==> src/rtl/core/crs_pkg.sv <==
// Shared types, constants and sizing helpers for the rectangle subtract block.
`default_nettype none

package crs_pkg;

    localparam int SIZE_BITS      = 14;
    localparam int COORD_BITS_DEF = 15;
    localparam int KIND_BITS      = 3;
    localparam int QUEUE_DEPTH    = 2;

    typedef enum logic [KIND_BITS-1:0] {
        KIND_NONE   = 3'd0,
        KIND_WHOLE  = 3'd1,
        KIND_TOP    = 3'd2,
        KIND_BOTTOM = 3'd3,
        KIND_LEFT   = 3'd4,
        KIND_RIGHT  = 3'd5
    } zone_kind_t;

    typedef struct packed {
        logic none;
        logic whole;
        logic top;
        logic bottom;
        logic left;
        logic right;
    } zone_mask_t;

    // Zone payload: five rectangle coordinates of coord_bits+1 bits and seven sizes.
    function automatic int body_bits(input int coord_bits);
        return 5 * (coord_bits + 1) + 7 * SIZE_BITS;
    endfunction

    function automatic int desc_bits(input int coord_bits);
        return $bits(zone_mask_t) + body_bits(coord_bits);
    endfunction

    // Signed width that holds an edge plus a size without wrapping.
    function automatic int edge_bits(input int coord_bits);
        return ((coord_bits > SIZE_BITS + 1) ? coord_bits : SIZE_BITS + 1) + 1;
    endfunction

endpackage

`default_nettype wire

==> src/rtl/core/crs_queue.sv <==
// Small flip-flop FIFO that decouples the classifier from the zone emitter.
`default_nettype none

module crs_queue
    import crs_pkg::*;
#(
    parameter int WIDTH = 8,
    parameter int DEPTH = QUEUE_DEPTH
)
(
    input  wire logic             clk,
    input  wire logic             rst_n,
    input  wire logic             push,
    input  wire logic [WIDTH-1:0] push_data,
    output logic                  full,
    input  wire logic             pop,
    output logic [WIDTH-1:0]      pop_data,
    output logic                  empty
);

    localparam int PW = (DEPTH > 1) ? $clog2(DEPTH) : 1;
    localparam int CW = $clog2(DEPTH + 1);

    logic [WIDTH-1:0] mem_reg [DEPTH];
    logic [PW-1:0]    wr_ptr_reg, wr_ptr_next;
    logic [PW-1:0]    rd_ptr_reg, rd_ptr_next;
    logic [CW-1:0]    count_reg, count_next;
    logic             do_push, do_pop;

    assign full     = (count_reg == CW'(DEPTH));
    assign empty    = (count_reg == '0);
    assign do_push  = push && !full;
    assign do_pop   = pop && !empty;
    assign pop_data = mem_reg[rd_ptr_reg];

    always_comb
    begin
        wr_ptr_next = wr_ptr_reg;
        rd_ptr_next = rd_ptr_reg;
        count_next  = count_reg;
        if (do_push)
        begin
            wr_ptr_next = (wr_ptr_reg == PW'(DEPTH - 1)) ? '0 : wr_ptr_reg + 1'b1;
        end
        if (do_pop)
        begin
            rd_ptr_next = (rd_ptr_reg == PW'(DEPTH - 1)) ? '0 : rd_ptr_reg + 1'b1;
        end
        if (do_push && !do_pop)
        begin
            count_next = count_reg + 1'b1;
        end
        else if (do_pop && !do_push)
        begin
            count_next = count_reg - 1'b1;
        end
    end

    always_ff @(posedge clk or negedge rst_n)
    begin
        if (!rst_n)
        begin
            wr_ptr_reg <= '0;
            rd_ptr_reg <= '0;
            count_reg  <= '0;
        end
        else
        begin
            wr_ptr_reg <= wr_ptr_next;
            rd_ptr_reg <= rd_ptr_next;
            count_reg  <= count_next;
        end
    end

    always_ff @(posedge clk)
    begin
        if (do_push)
        begin
            mem_reg[wr_ptr_reg] <= push_data;
        end
    end

endmodule

`default_nettype wire

==> src/rtl/core/crs_front.sv <==
// Front end: takes requests, forms edge sums, classifies zones and queues them.
`default_nettype none

module crs_front
    import crs_pkg::*;
#(
    parameter int COORD_BITS = COORD_BITS_DEF
)
(
    input  wire logic                           clk,
    input  wire logic                           rst_n,
    input  wire logic                           req_valid,
    output logic                                req_stall,
    input  wire logic signed [COORD_BITS-1:0]   rect_x,
    input  wire logic signed [COORD_BITS-1:0]   rect_y,
    input  wire logic        [SIZE_BITS-1:0]    rect_width,
    input  wire logic        [SIZE_BITS-1:0]    rect_height,
    input  wire logic signed [COORD_BITS-1:0]   cover_x,
    input  wire logic signed [COORD_BITS-1:0]   cover_y,
    input  wire logic        [SIZE_BITS-1:0]    cover_width,
    input  wire logic        [SIZE_BITS-1:0]    cover_height,
    output logic                                push,
    output logic [desc_bits(COORD_BITS)-1:0]    push_data,
    input  wire logic                           full
);

    localparam int EW = edge_bits(COORD_BITS);
    localparam int OW = COORD_BITS + 1;

    logic                  accept;
    logic                  s1_valid_reg, s1_valid_next;

    logic signed [EW-1:0]  x_reg, y_reg, cx_reg, cy_reg;
    logic signed [EW-1:0]  right_reg, bottom_reg, cright_reg, cbottom_reg;
    logic [SIZE_BITS-1:0]  w_reg, h_reg;
    logic signed [EW-1:0]  x_next, y_next, cx_next, cy_next;
    logic signed [EW-1:0]  right_next, bottom_next, cright_next, cbottom_next;
    logic signed [EW-1:0]  w_ext, h_ext, cw_ext, ch_ext;

    logic                  clear;
    zone_mask_t            mask;
    logic signed [EW-1:0]  side_y, side_bot;
    logic signed [EW-1:0]  top_h, bot_h, left_w, right_w, side_h;

    // stage 1: capture request and edge sums
    assign req_stall = s1_valid_reg && full;
    assign accept    = req_valid && !req_stall;
    assign push      = s1_valid_reg && !full;

    assign w_ext  = {{(EW - SIZE_BITS){1'b0}}, rect_width};
    assign h_ext  = {{(EW - SIZE_BITS){1'b0}}, rect_height};
    assign cw_ext = {{(EW - SIZE_BITS){1'b0}}, cover_width};
    assign ch_ext = {{(EW - SIZE_BITS){1'b0}}, cover_height};

    always_comb
    begin
        x_next        = EW'(rect_x);
        y_next        = EW'(rect_y);
        cx_next       = EW'(cover_x);
        cy_next       = EW'(cover_y);
        right_next    = x_next + w_ext;
        bottom_next   = y_next + h_ext;
        cright_next   = cx_next + cw_ext;
        cbottom_next  = cy_next + ch_ext;
        s1_valid_next = accept ? 1'b1 : (push ? 1'b0 : s1_valid_reg);
    end

    always_ff @(posedge clk or negedge rst_n)
    begin
        if (!rst_n)
        begin
            s1_valid_reg <= 1'b0;
        end
        else
        begin
            s1_valid_reg <= s1_valid_next;
        end
    end

    always_ff @(posedge clk)
    begin
        if (accept)
        begin
            x_reg       <= x_next;
            y_reg       <= y_next;
            cx_reg      <= cx_next;
            cy_reg      <= cy_next;
            w_reg       <= rect_width;
            h_reg       <= rect_height;
            right_reg   <= right_next;
            bottom_reg  <= bottom_next;
            cright_reg  <= cright_next;
            cbottom_reg <= cbottom_next;
        end
    end

    // stage 2: overlap test, zone selection and sizes
    always_comb
    begin
        clear = (x_reg >= cright_reg) || (y_reg >= cbottom_reg) ||
                (right_reg <= cx_reg) || (bottom_reg <= cy_reg);
        mask        = '0;
        mask.whole  = clear;
        mask.top    = !clear && (y_reg < cy_reg);
        mask.bottom = !clear && (bottom_reg > cbottom_reg);
        mask.left   = !clear && (x_reg < cx_reg);
        mask.right  = !clear && (right_reg > cright_reg);
        mask.none   = !clear && !(mask.top || mask.bottom || mask.left || mask.right);

        side_y   = (y_reg < cy_reg) ? cy_reg : y_reg;
        side_bot = (bottom_reg > cbottom_reg) ? cbottom_reg : bottom_reg;
        side_h   = side_bot - side_y;
        top_h    = cy_reg - y_reg;
        bot_h    = bottom_reg - cbottom_reg;
        left_w   = cx_reg - x_reg;
        right_w  = right_reg - cright_reg;
    end

    assign push_data = {mask,
                        x_reg[OW-1:0], y_reg[OW-1:0], cbottom_reg[OW-1:0],
                        side_y[OW-1:0], cright_reg[OW-1:0],
                        w_reg, h_reg, top_h[SIZE_BITS-1:0], bot_h[SIZE_BITS-1:0],
                        left_w[SIZE_BITS-1:0], right_w[SIZE_BITS-1:0],
                        side_h[SIZE_BITS-1:0]};

endmodule

`default_nettype wire

==> src/rtl/core/crs_back.sv <==
// Back end: pops classified requests and emits one zone per cycle while the zone port does not stall.
`default_nettype none

module crs_back
    import crs_pkg::*;
#(
    parameter int COORD_BITS = COORD_BITS_DEF
)
(
    input  wire logic                          clk,
    input  wire logic                          rst_n,
    output logic                               pop,
    input  wire logic [desc_bits(COORD_BITS)-1:0] pop_data,
    input  wire logic                          empty,
    output logic                               zone_valid,
    input  wire logic                          zone_stall,
    output logic [KIND_BITS-1:0]               zone_kind,
    output logic signed [COORD_BITS:0]         out_x,
    output logic signed [COORD_BITS:0]         out_y,
    output logic [SIZE_BITS-1:0]               out_width,
    output logic [SIZE_BITS-1:0]               out_height,
    output logic                               last_zone
);

    localparam int OW = COORD_BITS + 1;
    localparam int BW = body_bits(COORD_BITS);

    zone_mask_t            pop_mask;
    logic [BW-1:0]         pop_body;

    logic                  cur_valid_reg, cur_valid_next;
    zone_mask_t            rem_reg, rem_next;
    logic [BW-1:0]         body_reg;

    logic [OW-1:0]         x_d, y_d, boty_d, sidey_d, rightx_d;
    logic [SIZE_BITS-1:0]  w_d, h_d, toph_d, both_d, leftw_d, rightw_d, sideh_d;

    logic                  load_out, done;
    zone_mask_t            sel, rem_after;
    zone_kind_t            kind_sel;
    logic [OW-1:0]         x_sel, y_sel;
    logic [SIZE_BITS-1:0]  w_sel, h_sel;

    logic                  zone_valid_reg, zone_valid_next;
    zone_kind_t            kind_reg;
    logic [OW-1:0]         x_reg, y_reg;
    logic [SIZE_BITS-1:0]  w_reg, h_reg;
    logic                  last_reg;

    assign {pop_mask, pop_body} = pop_data;
    assign {x_d, y_d, boty_d, sidey_d, rightx_d,
            w_d, h_d, toph_d, both_d, leftw_d, rightw_d, sideh_d} = body_reg;

    always_comb
    begin
        sel      = '0;
        kind_sel = KIND_NONE;
        x_sel    = '0;
        y_sel    = '0;
        w_sel    = '0;
        h_sel    = '0;
        priority if (rem_reg.whole)
        begin
            sel.whole = 1'b1;
            kind_sel  = KIND_WHOLE;
            x_sel     = x_d;
            y_sel     = y_d;
            w_sel     = w_d;
            h_sel     = h_d;
        end
        else if (rem_reg.top)
        begin
            sel.top  = 1'b1;
            kind_sel = KIND_TOP;
            x_sel    = x_d;
            y_sel    = y_d;
            w_sel    = w_d;
            h_sel    = toph_d;
        end
        else if (rem_reg.bottom)
        begin
            sel.bottom = 1'b1;
            kind_sel   = KIND_BOTTOM;
            x_sel      = x_d;
            y_sel      = boty_d;
            w_sel      = w_d;
            h_sel      = both_d;
        end
        else if (rem_reg.left)
        begin
            sel.left = 1'b1;
            kind_sel = KIND_LEFT;
            x_sel    = x_d;
            y_sel    = sidey_d;
            w_sel    = leftw_d;
            h_sel    = sideh_d;
        end
        else if (rem_reg.right)
        begin
            sel.right = 1'b1;
            kind_sel  = KIND_RIGHT;
            x_sel     = rightx_d;
            y_sel     = sidey_d;
            w_sel     = rightw_d;
            h_sel     = sideh_d;
        end
        else
        begin
            // fully covered: zero-sized zone
            sel.none = 1'b1;
        end

        rem_after = rem_reg & ~sel;
        load_out  = cur_valid_reg && (!zone_valid_reg || !zone_stall);
        done      = load_out && (rem_after == '0);
        pop       = (!cur_valid_reg || done) && !empty;

        cur_valid_next = pop ? 1'b1 : (done ? 1'b0 : cur_valid_reg);
        rem_next       = pop ? pop_mask : (load_out ? rem_after : rem_reg);
        zone_valid_next = load_out ? 1'b1 : (zone_stall ? zone_valid_reg : 1'b0);
    end

    always_ff @(posedge clk or negedge rst_n)
    begin
        if (!rst_n)
        begin
            cur_valid_reg  <= 1'b0;
            rem_reg        <= '0;
            zone_valid_reg <= 1'b0;
        end
        else
        begin
            cur_valid_reg  <= cur_valid_next;
            rem_reg        <= rem_next;
            zone_valid_reg <= zone_valid_next;
        end
    end

    always_ff @(posedge clk)
    begin
        if (pop)
        begin
            body_reg <= pop_body;
        end
        if (load_out)
        begin
            kind_reg <= kind_sel;
            x_reg    <= x_sel;
            y_reg    <= y_sel;
            w_reg    <= w_sel;
            h_reg    <= h_sel;
            last_reg <= (rem_after == '0);
        end
    end

    assign zone_valid = zone_valid_reg;
    assign zone_kind  = kind_reg;
    assign out_x      = x_reg;
    assign out_y      = y_reg;
    assign out_width  = w_reg;
    assign out_height = h_reg;
    assign last_zone  = last_reg;

endmodule

`default_nettype wire

==> src/rtl/core/clip_rectangle_subtract.sv <==
// Top level of the rectangle subtract block: classifier, queue and zone emitter.
//
//   channel   valid        stall        payload
//   request   req_valid    req_stall    rect_*, cover_*
//   zone      zone_valid   zone_stall   zone_kind, out_*, last_zone
//
// A request can be taken every cycle while the queue is not full; it yields one to four zones,
// one per cycle while the zone port does not stall, so the zone port sets the sustained request rate.
// The first zone passes the edge sum registers, classify, the queue, pop and the output registers before it is valid.
// Reset clears all valid and queue state.
// A stalled zone port backs up the queue and then stalls the request port.
`default_nettype none

module clip_rectangle_subtract
    import crs_pkg::*;
#(
    parameter int COORD_BITS = COORD_BITS_DEF
)
(
    input  wire logic                         clk,
    input  wire logic                         rst_n,
    input  wire logic                         req_valid,
    output logic                              req_stall,
    input  wire logic signed [COORD_BITS-1:0] rect_x,
    input  wire logic signed [COORD_BITS-1:0] rect_y,
    input  wire logic        [SIZE_BITS-1:0]  rect_width,
    input  wire logic        [SIZE_BITS-1:0]  rect_height,
    input  wire logic signed [COORD_BITS-1:0] cover_x,
    input  wire logic signed [COORD_BITS-1:0] cover_y,
    input  wire logic        [SIZE_BITS-1:0]  cover_width,
    input  wire logic        [SIZE_BITS-1:0]  cover_height,
    output logic                              zone_valid,
    input  wire logic                         zone_stall,
    output logic [KIND_BITS-1:0]              zone_kind,
    output logic signed [COORD_BITS:0]        out_x,
    output logic signed [COORD_BITS:0]        out_y,
    output logic [SIZE_BITS-1:0]              out_width,
    output logic [SIZE_BITS-1:0]              out_height,
    output logic                              last_zone
);

    localparam int QW = desc_bits(COORD_BITS);

    logic          q_push, q_full, q_pop, q_empty;
    logic [QW-1:0] q_push_data, q_pop_data;

    crs_front #(
        .COORD_BITS (COORD_BITS)
    ) u_front (
        .clk          (clk),
        .rst_n        (rst_n),
        .req_valid    (req_valid),
        .req_stall    (req_stall),
        .rect_x       (rect_x),
        .rect_y       (rect_y),
        .rect_width   (rect_width),
        .rect_height  (rect_height),
        .cover_x      (cover_x),
        .cover_y      (cover_y),
        .cover_width  (cover_width),
        .cover_height (cover_height),
        .push         (q_push),
        .push_data    (q_push_data),
        .full         (q_full)
    );

    crs_queue #(
        .WIDTH (QW),
        .DEPTH (QUEUE_DEPTH)
    ) u_queue (
        .clk       (clk),
        .rst_n     (rst_n),
        .push      (q_push),
        .push_data (q_push_data),
        .full      (q_full),
        .pop       (q_pop),
        .pop_data  (q_pop_data),
        .empty     (q_empty)
    );

    crs_back #(
        .COORD_BITS (COORD_BITS)
    ) u_back (
        .clk        (clk),
        .rst_n      (rst_n),
        .pop        (q_pop),
        .pop_data   (q_pop_data),
        .empty      (q_empty),
        .zone_valid (zone_valid),
        .zone_stall (zone_stall),
        .zone_kind  (zone_kind),
        .out_x      (out_x),
        .out_y      (out_y),
        .out_width  (out_width),
        .out_height (out_height),
        .last_zone  (last_zone)
    );

endmodule

`default_nettype wire

==> config.mk <==
export PLATFORM = sky130hd
export DESIGN_NAME = clip_rectangle_subtract
export DESIGN_NICKNAME = d
export VERILOG_FILES = /design/src/rtl/core/crs_pkg.sv /design/src/rtl/core/crs_queue.sv /design/src/rtl/core/crs_front.sv /design/src/rtl/core/crs_back.sv /design/src/rtl/core/clip_rectangle_subtract.sv
export SDC_FILE = /design/constraint.sdc
export NUM_CORES = 1
export LEC_CHECK = 0
export ABC_CLOCK_PERIOD_IN_PS = 12150
export BUFFER_PORTS_ARGS = -buffer_cell sky130_fd_sc_hd__buf_2
export CAP_MARGIN = 20
export CORE_MARGIN = 1
export CORE_UTILIZATION = 40
export CTS_CLUSTER_SIZE = 25
export DETAILED_ROUTE_END_ITERATION = 7
export PLACE_DENSITY = 0.59
export SYNTH_ARGS = -nofsm -noshare
export SYNTH_HDL_FRONTEND = slang
export SYNTH_SLANG_ARGS = --single-unit
==> constraint.sdc <==
create_clock -name clk -period 12.15 [get_ports clk]
set_input_delay 3.0375 -clock clk [delete_from_list [all_inputs] [get_ports clk]]
set_output_delay 3.0375 -clock clk [all_outputs]
set_load 0.1 [all_outputs]
==> impl_metrics.py <==
metrics = {
    "status": {
        "status": "complete, no violations",
    },
    "clock_tree": {
        "clock_sinks": 766,
        "cts_buffers": 84,
        "post_cts_buffers": 0,
        "clkSlewWorstSetupHoldPaths_ps": 60,
        "cts-hold-fix-buffers": 0,
        "cts.root.buffer_cell": "clkbuf_16",
        "insertion_delay_ps": 650,
        "cts.path.max_buffers": 3,
        "cts_htree_levels": 3,
        "cts_resized": 0,
        "tritoncts": "yes",
    },
    "detailed_routing": {
        "vias": 19756,
        "drtAntennaViolNets": 0,
        "drtIter0Drc": 1235,
        "wire_per_inst_um": 21.7,
        "wirelength_um": 82300,
        "first_pass_iters": 7,
        "drc": 0,
        "via_per_inst": 5.20,
    },
    "worst_hold_path": {
        "min_path_type": "flip-flop to flip-flop",
    },
    "setup_path": {
        "crit_chain": "inv_1 -> ha_1 -> nor2b_1 -> o21ai_0 -> a21oi_1 -> o311ai_0 -> nand2_1 -> buf_4 -> o21ai_0 -> ha_1 -> fa_1 -> nor2b_1 -> o21ai_0 -> a21boi_0 -> o21ai_0 -> a21oi_1 -> a41o_1 -> o41ai_1 -> xnor2_1",
        "cp_max_fo": 20,
        "start_kind": "flip-flop",
        "crit_type": "flip-flop to flip-flop",
        "critPathMaxStageDelay_ps": 560,
        "crit_path_top_delay_cell": "edfxtp_1",
        "worst_ep_required_time_ps": 12520,
        "worst_path_most_repeated_cell": "o21ai_0",
        "crit_path_end_kind": "flip-flop",
        "cp.arrival_ps": 5560,
    },
    "finish": {
        "num_antenna_cells": 0,
        "largest_reg_flops": 362,
        "area_growth_pct": 14.8,
        "final_layout_size_suffix_gt1_share_pct": 20.3,
        "fin_nets": 2941,
        "num-fill-cells": 7532,
        "multi_input_area_sq_um": 11000,
        "seq_area_sq_um": 22900,
    },
    "placement": {
        "preCtsSetupSlack_ps": 6550,
        "portBuffers": 185,
        "place.gp.congestion": 0.896,
        "hpwlAfterDp_um": 57600,
    },
    "power_and_ir_drop": {
        "power_density_nw_per_um2": 286,
        "total_power_mw": 11.4,
        "irDropWorstVdd_mv": 0.225,
        "power.leakage_nw": 15.1,
    },
    "sta": {
        "period_share_pct": 42.7,
        "setup_viol": 0,
        "drv_slew": 0,
        "hold_ws_ps": 436,
        "hold_viol_final": 0,
        "tns_ps": 0,
        "relSlewSlack_pct": 28.5,
        "rsz0062_at_grt": "no",
        "finClkSkew_ps": 37.2,
        "tightest_slew_ps": 1070,
        "period_needed_ps": 5190,
        "fmax_mhz": 193,
        "setup_ws_ps": 6960,
    },
    "synthesis": {
        "syn_area_per_cell_sq_um": 14.8,
        "synthTopCellsByCount": "753 x edfxtp_1, 222 x ha_1, 188 x mux2_2",
        "yosysSeqAreaShare_pct": 65.9,
        "synth.top_cell.area_share_pct": 65.0,
        "ys_types": 68,
        "synth.most_common_cell": "edfxtp_1",
        "synthArstFlopShare_pct": 1.70,
        "synth_area_leader_cell": "edfxtp_1",
        "ys.warnings.count": 0,
        "syn-num-nets": 2706,
        "synth_flop_cell": "edfxtp_1",
        "synth-edff-count": 753,
        "synth_area_sq_um": 34800,
        "synth_area_leaders": "edfxtp_1 65%, ha_1 8.0%, mux2_2 6.1%",
        "synthCells": 2355,
        "ys_ff_latch": 766,
    },
    "grt": {
        "grt_pass1_wl_um": 124000,
        "grt_use_total_pct": 18.6,
        "grt_overflow_total": 0,
        "antenna_found_initial": 2,
        "grt_pass1_vias": 20483,
        "grt_max_degree": 149,
    },
    "run": {
        "drv_cap": 0,
    },
    "die": {
        "start_util_pct": 40.6,
        "core-area_sq_um": 85700,
        "die_area_sq_um": 88200,
        "rows": 107,
        "die-width_um": 297,
        "die_y_um": 297,
        "num_io_pins": 186,
    },
}
## cell usage in the layout (no fill, tap or decap), types with 7 or more instances in the layout
cell type    n
nand2b_1    17
o21ai_0     81
or3_1       20
o21bai_1    13
dfrtp_1     12
clkinv_1    14
clkinv_2    16
a21oi_1    108
ha_1       222
a31oi_1     10
a311oi_1     7
nor3_1      24
fa_1         9
o21a_1      19
clkbuf_1    17
a22o_1      24
and2_1      13
a21o_1      43
mux2_2     188
xnor2_1     83
clkbuf_16   86
buf_4       17
nand2_1     84
mux2i_1     21
a31o_2      10
a21boi_0     8
nor2_1     113
inv_1      167
a22oi_1     42
buf_2      185
nor2b_1     40
nand3_1     18
nand4_1     18
xor2_1      19
o211ai_1    18
and3_1       8
bufinv_16    9
edfxtp_1   753
## stage by stage
step | utilization [%] | instance area, sq um | cells
final | 46.6 | 39900 | 3800
after global routing | 46.6 | 39900 | 3800
after CTS | 46.6 | 39900 | 3798
after detailed placement | 43.3 | 37100 | 3646
after global placement | 43.3 | 37100 | 3646
after floorplan | - | 34800 | 2355
## layout make-up
class                      count  share of cell area, %
sequential                   766                   57.4
multi-input combinational   1364                   27.6
clock buffer                 103                   5.55
tap                         1144                   3.58
timing repair buffer         205                   2.83
inverter                     169                   1.60
clock inverter                49                   1.40
## metal layers
| metal | track usage [%] | wire [um] |
|---|---|---|
| met3 | 2.84 | 3200 |
| met1 | 22.2 | 33600 |
| met2 | 33.5 | 42800 |
| met4 | 6.81 | 2700 |
| met5 | 0 | 11 |
## logic make-up (layout without fill, tap and decap cells)
| kind of cell | Yosys count | count (layout) | share of synthesized area [%] |
|---|---|---|---|
| buffers and inverters | 225 | 526 | 2.44 |
| muxes | 209 | 209 | 6.69 |
| AOI/OAI and AO/OA | 434 | 434 | 8.34 |
| DFF | 766 | 766 | 65.9 |
| xor gates and xnor gates | 102 | 102 | 2.57 |
| and+or+nand+nor | 387 | 387 | 5.50 |
| adders and majority gates | 232 | 232 | 8.53 |
## path summary, 6_finish.rpt
kind	from	to	slack [ps]	depth (start not counted)
setup / recovery	u_front.y_reg[1]	u_queue.mem_reg[1][12]	6960	19
hold / removal	u_front.w_reg[6]	u_queue.mem_reg[1][90]	440	0
setup reg to reg	u_front.y_reg[1]	u_queue.mem_reg[1][12]	6960	19
hold reg to reg	u_front.w_reg[6]	u_queue.mem_reg[1][90]	440	0
max in group asynchronous	rst_n	u_queue.rd_ptr_reg	9600	1
min in group asynchronous	rst_n	u_back.zone_valid	2290	1
## critical path: cells and delay by family, from the launching register on
family	cells	cell delay (ps)
flip-flops	1	560
AO/OA/AOI/OAI	10	2660
adder cells (fa/ha/maj)	3	830
XOR/XNOR	1	140
buffers and inverters	2	370
AND/OR/NAND/NOR	3	310
## report_power, final
part,internal (mW),leakage [nW],switching [mW],total [mW]
Sequential,4.46,7.27,0.367,4.83
Combinational,1.20,6.51,2.84,4.04
Clock,1.50,1.34,1.04,2.54
Total,7.16,15.1,4.25,11.4
(Power assumes the default switching activity.)
